**config.mk**
```make
export PLATFORM = sky130hd
export DESIGN_NAME = min_tracking_stack
export DESIGN_NICKNAME = d
export VERILOG_FILES = /design/src/mts_pkg.sv /design/src/mts_ram.sv /design/src/min_tracking_stack.sv
export SDC_FILE = /design/constraint.sdc
export NUM_CORES = 2
export LEC_CHECK = 0
export ABC_AREA = 1
export BUFFER_PORTS_ARGS = -buffer_cell sky130_fd_sc_hd__buf_2
export CAP_MARGIN = 20
export CORE_UTILIZATION = 50
export CTS_CLUSTER_DIAMETER = 100
export DETAILED_ROUTE_END_ITERATION = 12
export PLACE_DENSITY = 0.65
export SLEW_MARGIN = 20
export SYNTH_ARGS = -nofsm -noshare
export SYNTH_HDL_FRONTEND = slang
export SYNTH_HIERARCHICAL = 1
export SYNTH_SLANG_ARGS = --single-unit
```
**constraint.sdc**
```tcl
create_clock -name clk -period 10.2 [get_ports clk]
set_input_delay 1.02 -clock clk [delete_from_list [all_inputs] [get_ports clk]]
set_output_delay 1.02 -clock clk [all_outputs]
set_load 0.01 [all_outputs]
```
**src/mts_pkg.sv**
```systemverilog
// ----------------------------------------------------------------------------
// mts_pkg
// Shared constants and types for the min-tracking stack: sizes, operation
// codes, status codes and controller states.
// ----------------------------------------------------------------------------
package mts_pkg;

  localparam int STACK_DEPTH = 64;
  localparam int DATA_W      = 32;
  localparam int ADDR_W      = (STACK_DEPTH > 1) ? $clog2(STACK_DEPTH) : 1;
  localparam int CNT_W       = $clog2(STACK_DEPTH + 1);
  localparam int ENTRY_W     = 2 * DATA_W;

  typedef enum logic [1:0] {
    ACT_PUSH = 2'd0,
    ACT_POP  = 2'd1,
    ACT_PEEK = 2'd2
  } action_t;

  typedef enum logic [1:0] {
    STAT_OK        = 2'd0,
    STAT_OVERFLOW  = 2'd1,
    STAT_UNDERFLOW = 2'd2
  } status_t;

  typedef enum logic {
    S_IDLE = 1'b0,
    S_FILL = 1'b1
  } state_t;

endpackage

```
**src/mts_ram.sv**
```systemverilog
// ----------------------------------------------------------------------------
// mts_ram
// Generic simple dual-port RAM: one write port, one read port, read data
// registered.
// ----------------------------------------------------------------------------
module mts_ram #(
  parameter int WIDTH = 64,
  parameter int DEPTH = 64,
  parameter int AW    = (DEPTH > 1) ? $clog2(DEPTH) : 1
) (
  input  logic             clk,
  input  logic             we,
  input  logic [AW-1:0]    waddr,
  input  logic [WIDTH-1:0] wdata,
  input  logic [AW-1:0]    raddr,
  output logic [WIDTH-1:0] rdata
);

  logic [WIDTH-1:0] mem [DEPTH];

  always_ff @(posedge clk) begin
    if (we) begin
      mem[waddr] <= wdata;
    end
    rdata <= mem[raddr];
  end

endmodule

```
**src/min_tracking_stack.sv**
```systemverilog
// ----------------------------------------------------------------------------
// min_tracking_stack
// LIFO stack of signed 32-bit values that reports the top entry and the
// least value held after every push, pop or peek beat.
// ----------------------------------------------------------------------------
// Result timing: the result strobe is registered at the accepting edge, or,
//   for a pop that leaves entries behind, from S_FILL (the new top comes from RAM).
// Throughput: 1 beat per cycle while not busy; such a pop holds busy in S_FILL
//   while the entry under the old top, read through the single RAM read port, is loaded.
// Reset: fill count and controller clear; RAM contents stay
//   undefined and are never used before being written. No clearing pass.
// The receiver cannot stall: each result is on the ports for one cycle only.
// ----------------------------------------------------------------------------
module min_tracking_stack (
  input  logic                               clk,
  input  logic                               rst,
  input  logic                               start,
  output logic                               busy,
  input  logic [1:0]                         action,
  input  logic signed [mts_pkg::DATA_W-1:0]  value,
  output logic                               done,
  output logic signed [mts_pkg::DATA_W-1:0]  top_value,
  output logic signed [mts_pkg::DATA_W-1:0]  min_value,
  output logic                               is_empty,
  output logic [1:0]                         status
);

  import mts_pkg::*;

  // Top entry lives in registers; entries below it live in RAM, entry i at
  // address i, so the RAM holds count-1 valid words.
  state_t                    state, state_next;
  logic [CNT_W-1:0]          count, count_next;
  logic signed [DATA_W-1:0]  top_val, top_val_next;
  logic signed [DATA_W-1:0]  top_min, top_min_next;

  logic                      accept;
  logic                      res_valid;
  status_t                   res_status;

  logic                      ram_we;
  logic [ADDR_W-1:0]         ram_waddr;
  logic [ENTRY_W-1:0]        ram_wdata;
  logic [ADDR_W-1:0]         ram_raddr;
  logic [ENTRY_W-1:0]        ram_rdata;

  assign busy   = (state == S_FILL);
  assign accept = start && !busy;

  mts_ram #(
    .WIDTH (ENTRY_W),
    .DEPTH (STACK_DEPTH)
  ) u_store (
    .clk   (clk),
    .we    (ram_we),
    .waddr (ram_waddr),
    .wdata (ram_wdata),
    .raddr (ram_raddr),
    .rdata (ram_rdata)
  );

  // Next state, stack update and result selection.
  always_comb begin
    state_next   = state;
    count_next   = count;
    top_val_next = top_val;
    top_min_next = top_min;
    res_valid    = 1'b0;
    res_status   = STAT_OK;
    ram_we       = 1'b0;
    ram_waddr    = ADDR_W'(count - CNT_W'(1));
    ram_wdata    = {top_val, top_min};
    ram_raddr    = ADDR_W'(count - CNT_W'(2));

    unique case (state)
      S_IDLE: begin
        if (accept) begin
          priority if (action == ACT_PUSH) begin
            res_valid = 1'b1;
            if (count == CNT_W'(STACK_DEPTH)) begin
              // Full: drop the push, report the untouched top.
              res_status = STAT_OVERFLOW;
            end else begin
              // Spill the old top below the new one.
              ram_we       = (count != '0);
              top_val_next = value;
              top_min_next = ((count != '0) && (value > top_min)) ? top_min : value;
              count_next   = count + CNT_W'(1);
            end
          end else if (action == ACT_POP) begin
            if (count == '0) begin
              res_valid  = 1'b1;
              res_status = STAT_UNDERFLOW;
            end else if (count == CNT_W'(1)) begin
              res_valid  = 1'b1;
              count_next = '0;
            end else begin
              // Fetch the entry under the top; result follows the read.
              count_next = count - CNT_W'(1);
              state_next = S_FILL;
            end
          end else begin
            // Peek, and the unused code, report the current top.
            res_valid = 1'b1;
          end
        end
      end
      S_FILL: begin
        top_val_next = ram_rdata[ENTRY_W-1:DATA_W];
        top_min_next = ram_rdata[DATA_W-1:0];
        res_valid    = 1'b1;
        state_next   = S_IDLE;
      end
      default: begin
        state_next = S_IDLE;
      end
    endcase
  end

  always_ff @(posedge clk) begin
    if (rst) begin
      state <= S_IDLE;
      count <= '0;
      done  <= 1'b0;
    end else begin
      state <= state_next;
      count <= count_next;
      done  <= res_valid;
    end
  end

  // Payload registers: hold the top and the result beat.
  always_ff @(posedge clk) begin
    top_val <= top_val_next;
    top_min <= top_min_next;
    if (count_next == '0) begin
      top_value <= '1;
      min_value <= '1;
      is_empty  <= 1'b1;
    end else begin
      top_value <= top_val_next;
      min_value <= top_min_next;
      is_empty  <= 1'b0;
    end
    status <= res_status;
  end

  // Assertions
  a_fill_one_cycle: assert property (@(posedge clk) disable iff (rst)
    busy |=> !busy)
    else $error("fill state lasted more than one cycle");

  a_count_bound: assert property (@(posedge clk) disable iff (rst)
    count <= CNT_W'(STACK_DEPTH))
    else $error("fill count beyond stack depth");

  a_quick_result: assert property (@(posedge clk) disable iff (rst)
    (accept && (action != ACT_POP || count < CNT_W'(2))) |=> done)
    else $error("missing result beat after accepted item");

  a_fill_result: assert property (@(posedge clk) disable iff (rst)
    busy |=> done)
    else $error("missing result beat after RAM fill");

  a_empty_words: assert property (@(posedge clk) disable iff (rst)
    (done && is_empty) |-> (top_value == '1 && min_value == '1))
    else $error("empty result without all-ones words");

  a_min_order: assert property (@(posedge clk) disable iff (rst)
    (done && !is_empty) |-> (min_value <= top_value))
    else $error("reported minimum exceeds top value");

endmodule

```
-- Word-level counts from Yosys, hierarchy flattened
Memory sizes are Yosys's and may differ from the RTL's. A register that Yosys moved wholly into a read port is not among the register bits.
Cells that the tools add are included.
- memory bits (writable): 4096
- memories kept: 1
- input port bits: 37
- register bits: 140
- word-level logic and storage cells: 66
- output and inout port bits: 69
- memory list (name ; depth ; width ; rd ports ; clocked after memory_dff ; wr ports ; line ; RTL):
    u_store.mem ; 64 ; 64 ; 1 ; 1 ; 1 ; mts_ram.sv:19 ; logic [WIDTH-1:0] mem [DEPTH];
- reduce and logical (&&, ||, !) cells: 8
- muxes and demuxes: 39
- eq/ne operators: 3
- add/sub/neg operators: 3
- $lt $le $gt $ge: 1
- bitwise operators: 2
- operators with widths (operator ; number):
    32-bit two-way mux ; 7
    32-bit one-hot mux with 2 select lines ; 2
    7-bit two-way mux ; 7
    32-bit greater-than comparator ; 1
    1-bit two-way mux ; 18
    7-bit logical NOT ; 2
    7-bit by 1-bit adder with 7-bit output, second input constant ; 1
    7-bit by 1-bit == test with 1-bit output, second input constant ; 1
    7-bit == test, second input constant ; 1
    7-bit nonzero test ; 1
    7-bit by 1-bit subtractor with 7-bit output, second input constant ; 1
    2-bit two-way mux ; 3
    6-bit by 2-bit subtractor with 6-bit output, second input constant ; 1
    1-bit one-hot mux with 2 select lines ; 2
    2-bit by 1-bit == test with 1-bit output, second input constant ; 1
    1-bit logical AND ; 2
    2-bit logical NOT ; 1
    1-bit NOT ; 2
    2-bit OR reduction ; 1
    1-bit logical NOT ; 1

-- Longest topological paths before layout
- word-level depth: 9
- gate-level depth with buffers: 20
- mapped depth without buffers: 19

-- Hierarchy
The synthesis kept the hierarchy.
- modules (own cells, without submodules) (module ; instances ; area an instance (um^2) ; cells an instance ; sequential area each (um^2)):
    mts_ram ; 1 ; 165306.0 ; 13405 ; 124279.2
    min_tracking_stack ; 1 ; 6465.0 ; 862 ; 2802.7

-- Worst setup path before layout
No wires, ideal clock.
- kind: input -> register
- start: input port action[0]
- end: memory u_store.mem[48][0], enable pin
- data arrival time: 8.445 ns
- cell stages on the path: 9
- slack: 1.109 ns
- library setup time: 0.647 ns
- path buffers: 2
- cell sequence: nor2_1 nand2_4 nor2_4 inv_2 buf_2 nor2_1 clkbuf_1 nand4_1 nor4_1
- word-level cells in the longest chain between the ends: 6
- ends and longest elaborated chain (item ; line ; RTL):
    from (decl) ; min_tracking_stack.sv:19 ; input logic [1:0] action,
    2-bit logical NOT ; min_tracking_stack.sv:78 ; priority if (action == ACT_PUSH) begin
    1-bit two-way mux ; min_tracking_stack.sv:78 ;
    1-bit two-way mux ; min_tracking_stack.sv:77 ; if (accept) begin
    1-bit two-way mux ; min_tracking_stack.sv:75 ; unique case (state)
    named net ram_we ; min_tracking_stack.sv:41 ; logic ram_we;
    1-bit two-way mux ; mts_ram.sv:22 ; if (we) begin
    1-bit two-way mux (not written as such) ; mts_ram.sv:23 ; mem[waddr] <= wdata;
    to (decl) ; mts_ram.sv:19 ;
The timed path passes the listed nets, and every way through them passes these cells.

-- Worst setup path in the final report
- start: register state, in the netlist busy
- end: memory u_store.mem[60][26], enable pin
- word-level cells in the longest chain between the ends: 6
- ends and longest elaborated chain (item ; line ; RTL):
    from (decl) ; min_tracking_stack.sv:32 ; state_t state, state_next;
    from (signal assigned) ; min_tracking_stack.sv:126 ; state <= state_next;
    1-bit logical NOT ; min_tracking_stack.sv:48 ; assign accept = start && !busy;
    1-bit logical AND ; min_tracking_stack.sv:48 ;
    1-bit two-way mux ; min_tracking_stack.sv:77 ;
    1-bit two-way mux * ; min_tracking_stack.sv:75 ;
    named net ram_we ; min_tracking_stack.sv:41 ;
    1-bit two-way mux * ; mts_ram.sv:22 ;
    1-bit two-way mux (not written as such) * ; mts_ram.sv:23 ;
The timed path passes the listed nets; every way through them passes the cells marked *.

==> run_results.csv <==
group,metric,value,unit
timing,relSlewSlack,0.128,
timing,worst_slew_pin_slew,1.31,ns
synthesis,syn_avg_cell_area,12.0,um2
clock_tree,cts.repair.resized,0,
floorplanning,core-area,341000,um2
route,viasPerCell,5.98,
timing,rsz0062_at_grt,"false",
global_routing,grt_pass1_vias,105242,
route,post_drt_wl_per_cell,26.3,um
clock_tree,clk_path_buf_depth,4,
timing,period_share,0.678,
route,drt_pass1_iterations,9,
global_routing,grt_pass1_wl,725,mm
critical_path,crit_fanout,67,
critical_path,endpoint_kind,"flop",
synthesis,yosysUniqueCellTypes,36,
clock_tree,postCtsHoldBufs,0,
placement,dp_slack,3.53,ns
route,wirelength,501,mm
timing,min_period,6.91,ns
global_routing,grt_antenna_before_repair,29,
placement,place_inst,18267,
synthesis,yosysWarnings,6,
critical_path,crit_type,"reg2reg",
synthesis,synthArstFlopShare,0,
route,vias,114103,
timing,setup_slack,3.29,ns
final_layout,area_growth,10.7,%
critical_path,arrival,7.44,ns
placement,dp_hpwl,261,mm
timing,tns,0,ns
synthesis,synthesis.nets,14343,
floorplanning,die_area,346000,um2
power,p_leak,66.7,nW
floorplanning,die_h,588,um
worst_hold_path,holdCritPathClass,"in2reg",
synthesis,synth_edf_count,4096,
clock_tree,cts_tree,"yes",
global_routing,grt_overflow,0,
route,ant_nets,0,
floorplanning,die_x,588,um
synthesis,synth-main-ff-cell,"edfxtp_1",
power,total_power,46.0,mW
synthesis,synth_seq_area_share,0.740,
flow_run,max-cap-violations,0,
floorplanning,row_count,214,
clock_tree,h-tree-depth,5,
route,drc,0,
timing,fin_worst_skew,0.0860,ns
timing,slew_violations,0,
route,drt_iter0_drc,16558,
critical_path,setup.worst_path.start_class,"flop",
clock_tree,cts_setup_buffers,0,
global_routing,grt_max_degree,199,
clock_tree,insertion_delay,0.99,ns
synthesis,ys_ff_latch,4300,
timing,fmax,145,MHz
clock_tree,cts_root_buf,"clkbuf_16",
placement,gp_congestion,0.868,
clock_tree,cts.clk_slew.worst_paths,0.06,ns
floorplanning,start_util,0.504,
status,status,"complete, no violations",
final_layout,fillers,27539,
synthesis,syn_inst,14267,
clock_tree,cts_buffers,427,
floorplanning,ios,106,
global_routing,grt_use_total,0.283,
timing,hold_viol,0,
synthesis,synthesis.area,172000,um2
timing,setup_viol,0,
power,p_per_area,242,nW/um2
clock_tree,clock_sinks,4300,
final_layout,fin_cells,19072,
power,max-vdd-ir-drop,234,uV
final_layout,nNetsFinal,14237,
final_layout,drive_gt1_frac,0.0811,
critical_path,crit_required,10.73,ns
placement,numPortBuffers,105,
timing,hold_ws,0.392,ns
## worst paths after layout
path	start	slack [ns]	end	cells after the start
setup / recovery	busy$_SDFF_PP0_	3.29	u_store/mem[60][26]$_DFFE_PP_	9
setup reg to reg	busy$_SDFF_PP0_	3.29	u_store/mem[60][26]$_DFFE_PP_	9
hold / removal	rst	0.39	count[6]$_SDFF_PP0_	2
hold reg to reg	u_store/rdata[18]$_DFF_P_	0.47	top_min[18]$_DFF_P_	2
## registers in the layout, indices dropped and copies added, names as in the netlist, 2 cells and up
signal         cells
status             2
count              7
u_store/mem     4096
top_value         32
top_min           32
min_value         32
top_val           32
u_store/rdata     64
## Yosys cell counts (2+ instances only)
master	instances	share of area
nand2_1	4636	0.10
edfxtp_1	4096	0.72
nand3_1	3870	0.11
buf_2	509	0.015
dfxtp_1	204	0.024
clkbuf_1	166	0.0036
inv_1	166	0.0036
buf_4	134	0.0059
nor2_1	117	0.0026
buf_1	73	0.0016
a21oi_1	50	0.0015
buf_6	46	0.0030
o21ai_0	42	0.0012
ha_1	39	0.0028
o211ai_1	32	0.0014
nand3_2	18	0.0010
nand4_1	12	0.00044
xor2_1	9	0.00046
nor4_1	8	0.00029
inv_2	6	0.00013
buf_8	4	0.00035
nand2_2	4	0.00015
nor2_4	4	0.00026
nor3_1	4	0.00012
o21ai_1	4	0.00012
o21a_1	3	0.00013
inv_4	2	0.000073
## metal layers
metal	vias up	GRT usage	part of all wire
met5	-	0.00424	0.0012
met4	16	0.0864	0.032
met3	936	0.0601	0.12
met2	6752	0.430	0.45
met1	56033	0.411	0.40
li1	50366	-	-
## cell families after synthesis
| logic type | share of synthesized area |
|---|---|
| flops | 0.740 |
| fa+ha+maj | 0.00284 |
| buf+inv | 0.0331 |
| compound gates | 0.00455 |
| simple gates | 0.219 |
| xor+xnor | 0.000510 |
## per-stage QoR
stage / cell area, um2 / utilization
global route: 190000 / 0.558
CTS: 190000 / 0.558
floorplan: 172000 / -
global placement: 176000 / 0.517
detailed placement: 176000 / 0.517
finish: 190000 / 0.558
## worst max-delay path, cell delays in order (launching register included)
cell and delay, ns:
dfxtp_4 0.55, clkinv_2 0.66, nand2_2 0.33, nor2_4 0.17, buf_4 0.39, inv_2 0.37
nor2_1 0.91, nand4_1 1.01, nor2_4 1.04, buf_4 0.84
## report_power, final
part	leakage [nW]	internal (mW)	switching [mW]
Combinational	21.7	1.53	6.43
Clock	6.72	8.94	6.65
Sequential	38.3	21.7	0.690
## layout by cell type (no fill, tap or decap), types with 71 or more instances in the layout
cell type  count
nand3_1     3869
buf_2        105
nand2_1     4636
clkinv_1      80
inv_1        162
buf_4        258
clkinv_2      71
edfxtp_1    4096
clkbuf_1     106
clkbuf_16    436
dfxtp_1      140
## area by class of cell
class                   instances  area, um2  share of cell area
inverters                     174        727             0.00382
clock inverters               234       2290              0.0120
clock buffers                 557      11500              0.0606
well taps                    4536       5680              0.0299
repair buffers                397       3150              0.0166
multi-input cells            8861      39500               0.208
flip-flops and latches       4300     127000               0.669
diodes                         13       32.5            0.000171
(Power assumes the default switching activity.)
